[config.mk]
export PLATFORM = sky130hd
export DESIGN_NAME = console_terminal_registers_top_flat
export DESIGN_NICKNAME = d
export VERILOG_FILES = /design/src/rtl/ctr_pkg.sv /design/src/rtl/ctr_in_if.sv /design/src/rtl/ctr_out_if.sv /design/src/rtl/console_terminal_registers_top.sv /design/src/flat_wrapper.sv
export SDC_FILE = /design/constraint.sdc
export NUM_CORES = 1
export LEC_CHECK = 0
export BUFFER_PORTS_ARGS = -buffer_cell sky130_fd_sc_hd__clkbuf_2
export CAP_MARGIN = 10
export CORE_UTILIZATION = 47
export DETAILED_ROUTE_END_ITERATION = 8
export PLACE_DENSITY = 0.78
export SLEW_MARGIN = 20
export SYNTH_ARGS = -nofsm -noshare
export SYNTH_HDL_FRONTEND = slang
export SYNTH_SLANG_ARGS = --single-unit
[constraint.sdc]
create_clock -name clk -period 2.9 [get_ports clk]
set_input_delay 0.29 -clock clk [delete_from_list [all_inputs] [get_ports clk]]
set_output_delay 0.29 -clock clk [all_outputs]
set_load 0.02 [all_outputs]
[src/rtl/ctr_pkg.sv]
// Package for the console terminal registers block.
// Holds field widths, item kind codes, bus addresses and the result struct.
// No dependencies.
package ctr_pkg;

  localparam int KindW  = 2;
  localparam int AddrW  = 18;
  localparam int DataW  = 16;
  localparam int ByteW  = 8;
  localparam int CharW  = 7;
  localparam int DelayW = 6;

  // item kinds
  localparam logic [KindW-1:0] KIND_READ  = 2'd0;
  localparam logic [KindW-1:0] KIND_WRITE = 2'd1;
  localparam logic [KindW-1:0] KIND_RX    = 2'd2;
  localparam logic [KindW-1:0] KIND_TICK  = 2'd3;

  // decoded word addresses
  localparam logic [AddrW-1:0] ADDR_KSTAT = 18'o777560;
  localparam logic [AddrW-1:0] ADDR_KBUF  = 18'o777562;
  localparam logic [AddrW-1:0] ADDR_PSTAT = 18'o777564;
  localparam logic [AddrW-1:0] ADDR_PBUF  = 18'o777566;

  // status word bit positions
  localparam int FlagBit = 7;
  localparam int IeBit   = 6;

  // keyboard translations
  localparam logic [ByteW-1:0] RX_STAR_IN  = 8'd42;
  localparam logic [ByteW-1:0] RX_STAR_OUT = 8'd4;
  localparam logic [ByteW-1:0] RX_XOFF_IN  = 8'd19;
  localparam logic [ByteW-1:0] RX_XOFF_OUT = 8'o034;

  typedef struct packed {
    logic [DataW-1:0] read_data;
    logic             bad_address;
    logic             tx_valid;
    logic [CharW-1:0] tx_char;
    logic             rx_irq;
    logic             tx_irq;
  } ctr_result_t;

endpackage

[src/rtl/ctr_in_if.sv]
// Input channel interface of the console terminal registers block.
// Depends on ctr_pkg for field widths.
interface ctr_in_if;
  logic                        valid;
  logic                        ready;
  logic [ctr_pkg::KindW-1:0]   kind;
  logic [ctr_pkg::AddrW-1:0]   address;
  logic [ctr_pkg::DataW-1:0]   write_data;
  logic [ctr_pkg::ByteW-1:0]   rx_byte;

  modport source (output valid, kind, address, write_data, rx_byte, input ready);
  modport sink   (input valid, kind, address, write_data, rx_byte, output ready);
endinterface

[src/rtl/ctr_out_if.sv]
// Result channel interface of the console terminal registers block.
// Depends on ctr_pkg for field widths.
interface ctr_out_if;
  logic                        valid;
  logic                        ready;
  logic [ctr_pkg::DataW-1:0]   read_data;
  logic                        bad_address;
  logic                        tx_valid;
  logic [ctr_pkg::CharW-1:0]   tx_char;
  logic                        rx_irq;
  logic                        tx_irq;

  modport source (output valid, read_data, bad_address, tx_valid, tx_char, rx_irq, tx_irq,
                  input ready);
  modport sink   (input valid, read_data, bad_address, tx_valid, tx_char, rx_irq, tx_irq,
                  output ready);
endinterface

[src/rtl/console_terminal_registers_top.sv]
// Console terminal registers: keyboard and printer register pairs on a bus.
// Depends on ctr_pkg, ctr_in_if and ctr_out_if.
//
//  channel   dir  handshake      payload
//  in_ch     in   valid/ready    kind, address, write_data, rx_byte
//  out_ch    out  valid/ready    read_data, bad_address, tx_valid, tx_char, rx_irq, tx_irq
//
// One item per clock while in_ch.ready is high; each item gives one registered result.
// Decode and flag updates are one level of logic into the state and result registers.
// A two-entry output stage (result register plus skid) keeps input ready while one
// result waits; input stalls only when both entries are full.
// Synchronous active-low reset: printer ready, all other flags and counts cleared.
module console_terminal_registers_top #(
  parameter int TX_DELAY = 32
) (
  input  logic             clk,
  input  logic             rst_n,
  ctr_in_if.sink           in_ch,
  ctr_out_if.source        out_ch
);

  logic                          kbd_done_r, kbd_done_nxt;
  logic                          kbd_ie_r, kbd_ie_nxt;
  logic [ctr_pkg::ByteW-1:0]     kbd_buf_r, kbd_buf_nxt;
  logic                          prn_ready_r, prn_ready_nxt;
  logic                          prn_ie_r, prn_ie_nxt;
  logic [ctr_pkg::ByteW-1:0]     prn_buf_r, prn_buf_nxt;
  logic [ctr_pkg::DelayW-1:0]    delay_r, delay_nxt, delay_inc;

  ctr_pkg::ctr_result_t          res;
  ctr_pkg::ctr_result_t          out_r, skid_r;
  logic                          out_valid_r, skid_valid_r;
  logic                          in_fire, out_fire;

  localparam logic [ctr_pkg::DelayW-1:0] DelayLimit = TX_DELAY[ctr_pkg::DelayW-1:0];

  assign in_ch.ready = !skid_valid_r;
  assign in_fire     = in_ch.valid && !skid_valid_r;
  assign out_fire    = out_valid_r && out_ch.ready;
  assign delay_inc   = delay_r + 1'b1;

  always_comb begin
    kbd_done_nxt  = kbd_done_r;
    kbd_ie_nxt    = kbd_ie_r;
    kbd_buf_nxt   = kbd_buf_r;
    prn_ready_nxt = prn_ready_r;
    prn_ie_nxt    = prn_ie_r;
    prn_buf_nxt   = prn_buf_r;
    delay_nxt     = delay_r;
    res           = '0;
    case (in_ch.kind)
      ctr_pkg::KIND_READ: begin
        if (in_ch.address == ctr_pkg::ADDR_KSTAT) begin
          res.read_data[ctr_pkg::FlagBit] = kbd_done_r;
          res.read_data[ctr_pkg::IeBit]   = kbd_ie_r;
        end else if (in_ch.address == ctr_pkg::ADDR_KBUF) begin
          if (kbd_done_r) begin
            kbd_done_nxt  = 1'b0;
            res.read_data = {{(ctr_pkg::DataW-ctr_pkg::ByteW){1'b0}}, kbd_buf_r};
          end
        end else if (in_ch.address == ctr_pkg::ADDR_PSTAT) begin
          res.read_data[ctr_pkg::FlagBit] = prn_ready_r;
          res.read_data[ctr_pkg::IeBit]   = prn_ie_r;
        end else if (in_ch.address != ctr_pkg::ADDR_PBUF) begin
          res.bad_address = 1'b1;
        end
      end
      ctr_pkg::KIND_WRITE: begin
        if (in_ch.address == ctr_pkg::ADDR_KSTAT) begin
          kbd_ie_nxt = in_ch.write_data[ctr_pkg::IeBit];
        end else if (in_ch.address == ctr_pkg::ADDR_PSTAT) begin
          prn_ie_nxt = in_ch.write_data[ctr_pkg::IeBit];
        end else if (in_ch.address == ctr_pkg::ADDR_PBUF) begin
          prn_buf_nxt   = in_ch.write_data[ctr_pkg::ByteW-1:0];
          prn_ready_nxt = 1'b0;
          delay_nxt     = '0;
        end else begin
          res.bad_address = 1'b1;
        end
      end
      ctr_pkg::KIND_RX: begin
        if (in_ch.rx_byte == ctr_pkg::RX_STAR_IN) begin
          kbd_buf_nxt = ctr_pkg::RX_STAR_OUT;
        end else if (in_ch.rx_byte == ctr_pkg::RX_XOFF_IN) begin
          kbd_buf_nxt = ctr_pkg::RX_XOFF_OUT;
        end else begin
          kbd_buf_nxt = in_ch.rx_byte;
        end
        kbd_done_nxt = 1'b1;
        res.rx_irq   = kbd_ie_r;
      end
      default: begin
        // tick: count runs only while a character is pending
        if (!prn_ready_r) begin
          delay_nxt = delay_inc;
          if (delay_inc > DelayLimit) begin
            res.tx_valid  = 1'b1;
            res.tx_char   = prn_buf_r[ctr_pkg::CharW-1:0];
            prn_ready_nxt = 1'b1;
            res.tx_irq    = prn_ie_r;
          end
        end
      end
    endcase
  end

  always_ff @(posedge clk) begin
    if (!rst_n) begin
      kbd_done_r  <= 1'b0;
      kbd_ie_r    <= 1'b0;
      kbd_buf_r   <= '0;
      prn_ready_r <= 1'b1;
      prn_ie_r    <= 1'b0;
      prn_buf_r   <= '0;
      delay_r     <= '0;
    end else if (in_fire) begin
      kbd_done_r  <= kbd_done_nxt;
      kbd_ie_r    <= kbd_ie_nxt;
      kbd_buf_r   <= kbd_buf_nxt;
      prn_ready_r <= prn_ready_nxt;
      prn_ie_r    <= prn_ie_nxt;
      prn_buf_r   <= prn_buf_nxt;
      delay_r     <= delay_nxt;
    end
  end

  // output stage: result register with a skid entry behind it
  always_ff @(posedge clk) begin
    if (!rst_n) begin
      out_valid_r  <= 1'b0;
      skid_valid_r <= 1'b0;
    end else if (skid_valid_r) begin
      if (out_fire) begin
        out_r        <= skid_r;
        skid_valid_r <= 1'b0;
      end
    end else if (in_fire) begin
      if (!out_valid_r || out_fire) begin
        out_r       <= res;
        out_valid_r <= 1'b1;
      end else begin
        skid_r       <= res;
        skid_valid_r <= 1'b1;
      end
    end else if (out_fire) begin
      out_valid_r <= 1'b0;
    end
  end

  assign out_ch.valid       = out_valid_r;
  assign out_ch.read_data   = out_r.read_data;
  assign out_ch.bad_address = out_r.bad_address;
  assign out_ch.tx_valid    = out_r.tx_valid;
  assign out_ch.tx_char     = out_r.tx_char;
  assign out_ch.rx_irq      = out_r.rx_irq;
  assign out_ch.tx_irq      = out_r.tx_irq;

  a_skid_behind_out: assert property (@(posedge clk) disable iff (!rst_n)
    skid_valid_r |-> out_valid_r)
    else $error("skid entry held without a result in front");

  a_tx_sets_ready: assert property (@(posedge clk) disable iff (!rst_n)
    (in_fire && res.tx_valid) |=> prn_ready_r)
    else $error("printer not ready after character emitted");

  a_bad_is_quiet: assert property (@(posedge clk) disable iff (!rst_n)
    res.bad_address |-> (res.read_data == '0 && !res.tx_valid && !res.rx_irq))
    else $error("undecoded access produced data or events");

  a_kbuf_read_clears: assert property (@(posedge clk) disable iff (!rst_n)
    (in_fire && in_ch.kind == ctr_pkg::KIND_READ && in_ch.address == ctr_pkg::ADDR_KBUF
     && kbd_done_r) |=> !kbd_done_r)
    else $error("keyboard done not cleared by buffer read");

  a_pbuf_write_busy: assert property (@(posedge clk) disable iff (!rst_n)
    (in_fire && in_ch.kind == ctr_pkg::KIND_WRITE && in_ch.address == ctr_pkg::ADDR_PBUF)
    |=> (!prn_ready_r && delay_r == '0))
    else $error("printer buffer write did not restart the delay");

endmodule
[src/flat_wrapper.sv]
// flat-port wrapper written by rule: the top's interface ports become plain ports
module console_terminal_registers_top_flat 
#(
  parameter int TX_DELAY = 32
)
  (clk, rst_n, in_ch_valid, in_ch_kind, in_ch_address, in_ch_write_data, in_ch_rx_byte, in_ch_ready, out_ch_valid, out_ch_read_data, out_ch_bad_address, out_ch_tx_valid, out_ch_tx_char, out_ch_rx_irq, out_ch_tx_irq, out_ch_ready);
  ctr_in_if in_ch_i ();
  ctr_out_if out_ch_i ();
  input  logic clk;
  input  logic rst_n;
  input wire logic [$bits(in_ch_i.valid)-1:0] in_ch_valid;
  input wire logic [$bits(in_ch_i.kind)-1:0] in_ch_kind;
  input wire logic [$bits(in_ch_i.address)-1:0] in_ch_address;
  input wire logic [$bits(in_ch_i.write_data)-1:0] in_ch_write_data;
  input wire logic [$bits(in_ch_i.rx_byte)-1:0] in_ch_rx_byte;
  output wire logic [$bits(in_ch_i.ready)-1:0] in_ch_ready;
  output wire logic [$bits(out_ch_i.valid)-1:0] out_ch_valid;
  output wire logic [$bits(out_ch_i.read_data)-1:0] out_ch_read_data;
  output wire logic [$bits(out_ch_i.bad_address)-1:0] out_ch_bad_address;
  output wire logic [$bits(out_ch_i.tx_valid)-1:0] out_ch_tx_valid;
  output wire logic [$bits(out_ch_i.tx_char)-1:0] out_ch_tx_char;
  output wire logic [$bits(out_ch_i.rx_irq)-1:0] out_ch_rx_irq;
  output wire logic [$bits(out_ch_i.tx_irq)-1:0] out_ch_tx_irq;
  input wire logic [$bits(out_ch_i.ready)-1:0] out_ch_ready;
  assign in_ch_i.valid = in_ch_valid;
  assign in_ch_i.kind = in_ch_kind;
  assign in_ch_i.address = in_ch_address;
  assign in_ch_i.write_data = in_ch_write_data;
  assign in_ch_i.rx_byte = in_ch_rx_byte;
  assign in_ch_ready = in_ch_i.ready;
  assign out_ch_valid = out_ch_i.valid;
  assign out_ch_read_data = out_ch_i.read_data;
  assign out_ch_bad_address = out_ch_i.bad_address;
  assign out_ch_tx_valid = out_ch_i.tx_valid;
  assign out_ch_tx_char = out_ch_i.tx_char;
  assign out_ch_rx_irq = out_ch_i.rx_irq;
  assign out_ch_tx_irq = out_ch_i.tx_irq;
  assign out_ch_i.ready = out_ch_ready;
  console_terminal_registers_top #(.TX_DELAY(TX_DELAY)) u_core (.clk(clk), .rst_n(rst_n), .in_ch(in_ch_i), .out_ch(out_ch_i));
endmodule
==> flow_metrics.tcl, run 1 <==
set metrics [dict create \
    fin_util 0.5978 \
    async_reset_ff_frac 0 \
    port_buffers 59 \
    fp.dieArea_mm2 0.006708 \
    grt.overflow.total 0 \
    max_freq_mhz 509.4 \
    grtUsageTotal 0.2064 \
    yosysTopAreaCellShare 0.3803 \
    syn_to_final_growth_pct 20.06 \
    netlist_top_cells_count "nand2_1, edfxtp_1, dfxtp_1" \
    final_nets 411 \
    cts_hold_buf 0 \
    ios 77 \
    synth.area.top_cells "edfxtp_1, dfxtp_1, nand2_1" \
    reg2regPathDepth 6 \
    synth-edff-count 38 \
    reg2reg_from "u_core.delay_r[0]" \
    synthFlopType "edfxtp_1" \
    yosysWarnings 0 \
    grt_pass1_wl_mm 10.11 \
    crit_type "reg2reg" \
    syn_area_per_cell_um2 10.00 \
    cts.sinks 65 \
    cts-root-buf "clkbuf_8" \
    critical_path.endpoint "u_core.skid_r[5]" \
    maxSlewViolCount 0 \
    antenna_found_initial 0 \
    startpoint "u_core.delay_r[0]" \
    finClkSkew_ps 8.871 \
    clock_latency_ps 340 \
    crit_fanout 10 \
    drt_pre_antenna_iters 5 \
    hp-start "in_ch_write_data[5]" \
    rows 28 \
    hold_class "in2reg" \
    drive_gt1_frac 0.2425 \
    routed_wl_mm 6.192 \
    drv_cap 0 \
    max-vdd-ir-drop_mv 0.3995 \
    cts_buffers 9 \
    die_x_um 81.90 \
    dr.first_iter.drc_count 142 \
    crit_path_start_kind "register" \
    post_cts_buffers 0 \
    place.gp.congestion 0.8643 \
    ys_ff_latch 65 \
    ys_types 48 \
    leakage_nw 1.318 \
    cts_resized 0 \
    htree_levels 3 \
    cts.clk_slew.worst_paths_ps 70 \
    fin_crit_sh 0.6769 \
    final.min_clock_period_ps 1963 \
    antenna_cells 0 \
    endpoint_kind "register" \
    r2r_setup_slack_ps 940 \
    hold_viol 0 \
    postSynthCellCount 300 \
    clockBufferDepth 2 \
    setup_viol 0 \
    slew_headroom 0.6302 \
    required_ps 3000 \
    finalSetupTns_ps 0 \
    core_mm2 0.006026 \
    grt_max_degree 32 \
    tightestPinTransition_ps 547.7 \
    grt_pass1_vias 2210 \
    power_density_mw_per_mm2 580.5 \
    post-route-drc-count 0 \
    yosysMostFrequentCell "nand2_1" \
    vias 2433 \
    die-height_um 81.90 \
    r2r_end "u_core.skid_r[5]" \
    synth_area_mm2 0.003000 \
    synth_top_cell_by_area "edfxtp_1" \
    worst_hold_slack_ps 184.2 \
    crit_arrival_ps 2060 \
    final_antenna_net_count 0 \
    vias_per_cell 5.505 \
    start_util 0.4979 \
    yosysSeqAreaShare 0.5605 \
    routedWlPerCell_um 14.01 \
    dp_hpwl_mm 4.354 \
    cts_tree "done" \
    status "finished, final reports clean" \
    rsz0062_at_grt "false" \
]
-- cell usage in the layout (no fill, tap or decap), types with 6 or more instances in the layout --
master    count
a21oi_1      21
and2_1        8
buf_4         6
clkbuf_2     59
clkbuf_8      9
conb_1        8
dfxtp_1      27
edfxtp_1     38
inv_1        12
nand2_1      47
nand3_1      14
nand4_1      10
nor2_1       16
o21ai_0      22
o31ai_1       9
-- power by group --
group,internal (mW),switching (mW)
logic,0.0518,0.105
registers,0.993,0.00845
clock network,0.571,0.362
total,1.62,0.476
-- state kept, by name, indices dropped and copies added, names as in the netlist, 6 cells and up --
register                 count
u_core.skid_r               19
u_core.kbd_buf_r             8
u_core.out_ch.read_data      8
u_core.out_ch.tx_char        7
u_core.prn_buf_r             7
u_core.delay_r               6
-- worst max-delay path: stages, from the launching register on --
cell      delay, ps
dfxtp_1         430
ha_1            260
nand2_1          70
o311ai_0        470
a21o_4          270
inv_4            70
and2_1          160
-- area by class of cell --
| type | instances | area (um^2) |
|---|---|---|
| multi-input cells | 207 | 1189 |
| clock buffers | 9 | 123.9 |
| inverters | 14 | 55.05 |
| clock inverters | 7 | 118.9 |
| well taps | 75 | 93.84 |
| repair buffers | 65 | 340.3 |
| flip-flops and latches | 65 | 1682 |
| fillers | 500 | 2424 |
-- cell families after synthesis --
| group | count (synthesis) | synth area share |
|---|---|---|
| DFF | 65 | 0.5605 |
| AOI/OAI and AO/OA | 69 | 0.1426 |
| muxes | 6 | 0.02127 |
| buffers and inverters | 35 | 0.05713 |
| other | 1 | 0.001250 |
| and+or+nand+nor | 123 | 0.2131 |
| adders and majority gates | 1 | 0.004169 |
-- how the worst min path moves through the flow --
stage	endpoint	slack, ps	cells after the start
floorplan	u_core.skid_valid_r	390	1
global placement	u_core.kbd_buf_r[3]	440	2
detailed placement	u_core.kbd_buf_r[3]	450	2
CTS	u_core.kbd_buf_r[7]	170	3
global route	u_core.kbd_buf_r[7]	180	3
finish	u_core.prn_buf_r[5]	180	3
-- per-layer routing --
metal	track usage	part of all wire	routed length [um]
met2	0.3165	0.46	2873
met5	0	0	0
met4	0.09298	0.019	119
met3	0.05889	0.065	401
met1	0.2691	0.45	2797
-- metrics by stage --
step / setup WS [ps] / power (mW) / cells / instance area [um^2]
after detailed placement: 794.2 / 1.179 / 426 / 3359
final: 937.0 / 2.091 / 442 / 3602
after global routing: 734.7 / 2.164 / 442 / 3602
after floorplan: 575.1 / 1.121 / 307 / 3033
after global placement: 837.0 / 1.174 / 426 / 3359
after CTS: 947.9 / 2.103 / 442 / 3602
Note: power is estimated with default switching activity, not from simulation.
==> run 2, diff against run 1 <==
- clock period: 2.9 -> 1.8 ns (I/O delays scaled with it)
==> run 2 against run 1 <==
Effect of this change: fmax rose by 13%; first-iteration DRC count grew 14%; sequential share of layout area fell by 1.2 points; sequential cell count stayed put; global-route usage up 0.68 points; register-to-register slack worse by 880 ps; critical path depth unchanged; non-clock buffer count increased by 11; worst hold slack got worse by 110 ps; power up 61%; critical path type unchanged; largest cell class unchanged.
==> flow_metrics.tcl, run 2 (same netlist as run 1, synthesis figures left out) <==
set metrics [dict create \
    final_antenna_net_count 0 \
    total_power_mw 3.358 \
    final_nets 423 \
    setup_viol 0 \
    top_register "u_core.skid_r" \
    reg2reg_from "u_core.delay_r[1]" \
    tightestPinTransition_ps 570.3 \
    antenna_found_initial 0 \
    max_stage_delay_ps 340 \
    drive_gt1_frac 0.2718 \
    dr.first_iter.drc_count 162 \
    startpoint "u_core.delay_r[1]" \
    n_fill_cell 495 \
    cts_hold_buf 0 \
    slew_headroom 0.6198 \
    die-height_um 81.90 \
    port_buffers 59 \
    cts_tree "done" \
    vias_per_cell 5.509 \
    maxSlewViolCount 0 \
    fin_area_mm2 0.003697 \
    max-vdd-ir-drop_mv 0.4829 \
    largest_register_ffs 19 \
    grt_pass1_vias 2248 \
    power_density_mw_per_mm2 908.3 \
    fp.dieArea_mm2 0.006708 \
    crit_type "reg2reg" \
    layout_common_cells "clkbuf_2, nand2_1, edfxtp_1" \
    fin_util 0.6136 \
    post_cts_buffers 0 \
    rsz0062_at_grt "true" \
    status "finished, final reports clean" \
    crit_fanout 9 \
    cts_buffers 9 \
    place.gp.congestion 0.8680 \
    hold_class "in2reg" \
    cp_slowest_cell "dfxtp_2" \
    die_x_um 81.90 \
    htree_levels 3 \
    rows 28 \
    grt.overflow.total 0 \
    endpoint_kind "register" \
    max_freq_mhz 574.0 \
    routed_wl_mm 6.399 \
    antenna_cells 0 \
    place_ws_ps -4.399 \
    finClkSkew_ps 10.96 \
    cts.sinks 65 \
    fin_crit_sh 0.9679 \
    cts-root-buf "clkbuf_8" \
    drv_cap 0 \
    dp_hpwl_mm 4.550 \
    required_ps 2020 \
    clock_latency_ps 350 \
    final_common_cell "clkbuf_2" \
    path_cells "ha_2, or3b_1, mux2_4, a21o_4, inv_4, and2_1" \
    ios 77 \
    hp-start "in_ch_write_data[0]" \
    clockBufferDepth 2 \
    r2r_setup_slack_ps 60 \
    crit_arrival_ps 1960 \
    leakage_nw 1.364 \
    start_util 0.4979 \
    crit_path_start_kind "register" \
    setup_slack_ps 57.86 \
    grtUsageTotal 0.2131 \
    hold_viol 0 \
    core_mm2 0.006026 \
    post-route-drc-count 0 \
    cts.clk_slew.worst_paths_ps 70 \
    vias 2501 \
    routedWlPerCell_um 14.09 \
    grt_pass1_wl_mm 10.54 \
    place_area_mm2 0.003447 \
    final.min_clock_period_ps 1742 \
    grt_max_degree 30 \
    syn_to_final_growth_pct 23.23 \
    drt_pre_antenna_iters 5 \
]
run 2: through the flow:
| stage | TNS [ps] | hold WS (ps) | std cells |
|---|---|---|---|
| 2_1_floorplan | 0 | 280.3 | 307 |
| 3_3_place_gp | 0 | 423.8 | 437 |
| 3_5_place_dp | -4.399 | 425.4 | 437 |
| 4_1_cts | 0 | 69.01 | 453 |
| 5_1_grt | -42.27 | 78.10 | 454 |
| 6_report | 0 | 75.25 | 454 |
run 2: area by class of cell:
type | count | area (um^2) | area share
Multi-Input combinational cell | 208 | 1207 | 0.3266
Timing Repair Buffer | 76 | 422.9 | 0.1144
Inverter | 14 | 56.30 | 0.01523
Tap cell | 75 | 93.84 | 0.02538
Clock buffer | 10 | 127.6 | 0.03452
Sequential cell | 65 | 1683 | 0.4552
Clock inverter | 6 | 106.4 | 0.02876
run 2: worst paths after layout:
| check | cells after the start | to |
|---|---|---|
| worst max-delay path | 6 | u_core.skid_r[0] |
| worst min-delay path | 3 | u_core.prn_buf_r[0] |
| worst max register to register | 6 | u_core.skid_r[0] |
| worst min register to register | 2 | u_core.kbd_buf_r[0] |
run 2: critical path, delay by kind of cell (launching register included):
family / cells / cell delay, ps
buffers and inverters: 1 / 80
multiplexers: 1 / 310
AND/OR/NAND/NOR: 2 / 470
flip-flops: 1 / 340
AO/OA/AOI/OAI: 1 / 240
adder cells (fa/ha/maj): 1 / 180
run 2: per-layer routing:
metal | up-vias | share of wire | track usage
met5 | - | 0 | 0
met2 | 94 | 0.48 | 0.3339
met3 | 9 | 0.070 | 0.07000
met4 | 0 | 0.015 | 0.08421
li1 | 1230 | - | -
met1 | 1168 | 0.43 | 0.2711
run 2: where the power goes:
part / internal [mW] / switching, mW
clock: 0.913 / 0.557
combinational: 0.0931 / 0.176
sequential: 1.60 / 0.0144
run 2: timing repair:
action                     CTS  global route
setup endpoints to repair    2            17
gates cloned                 0             1
resized for setup            2             7
pin swaps                    0             1
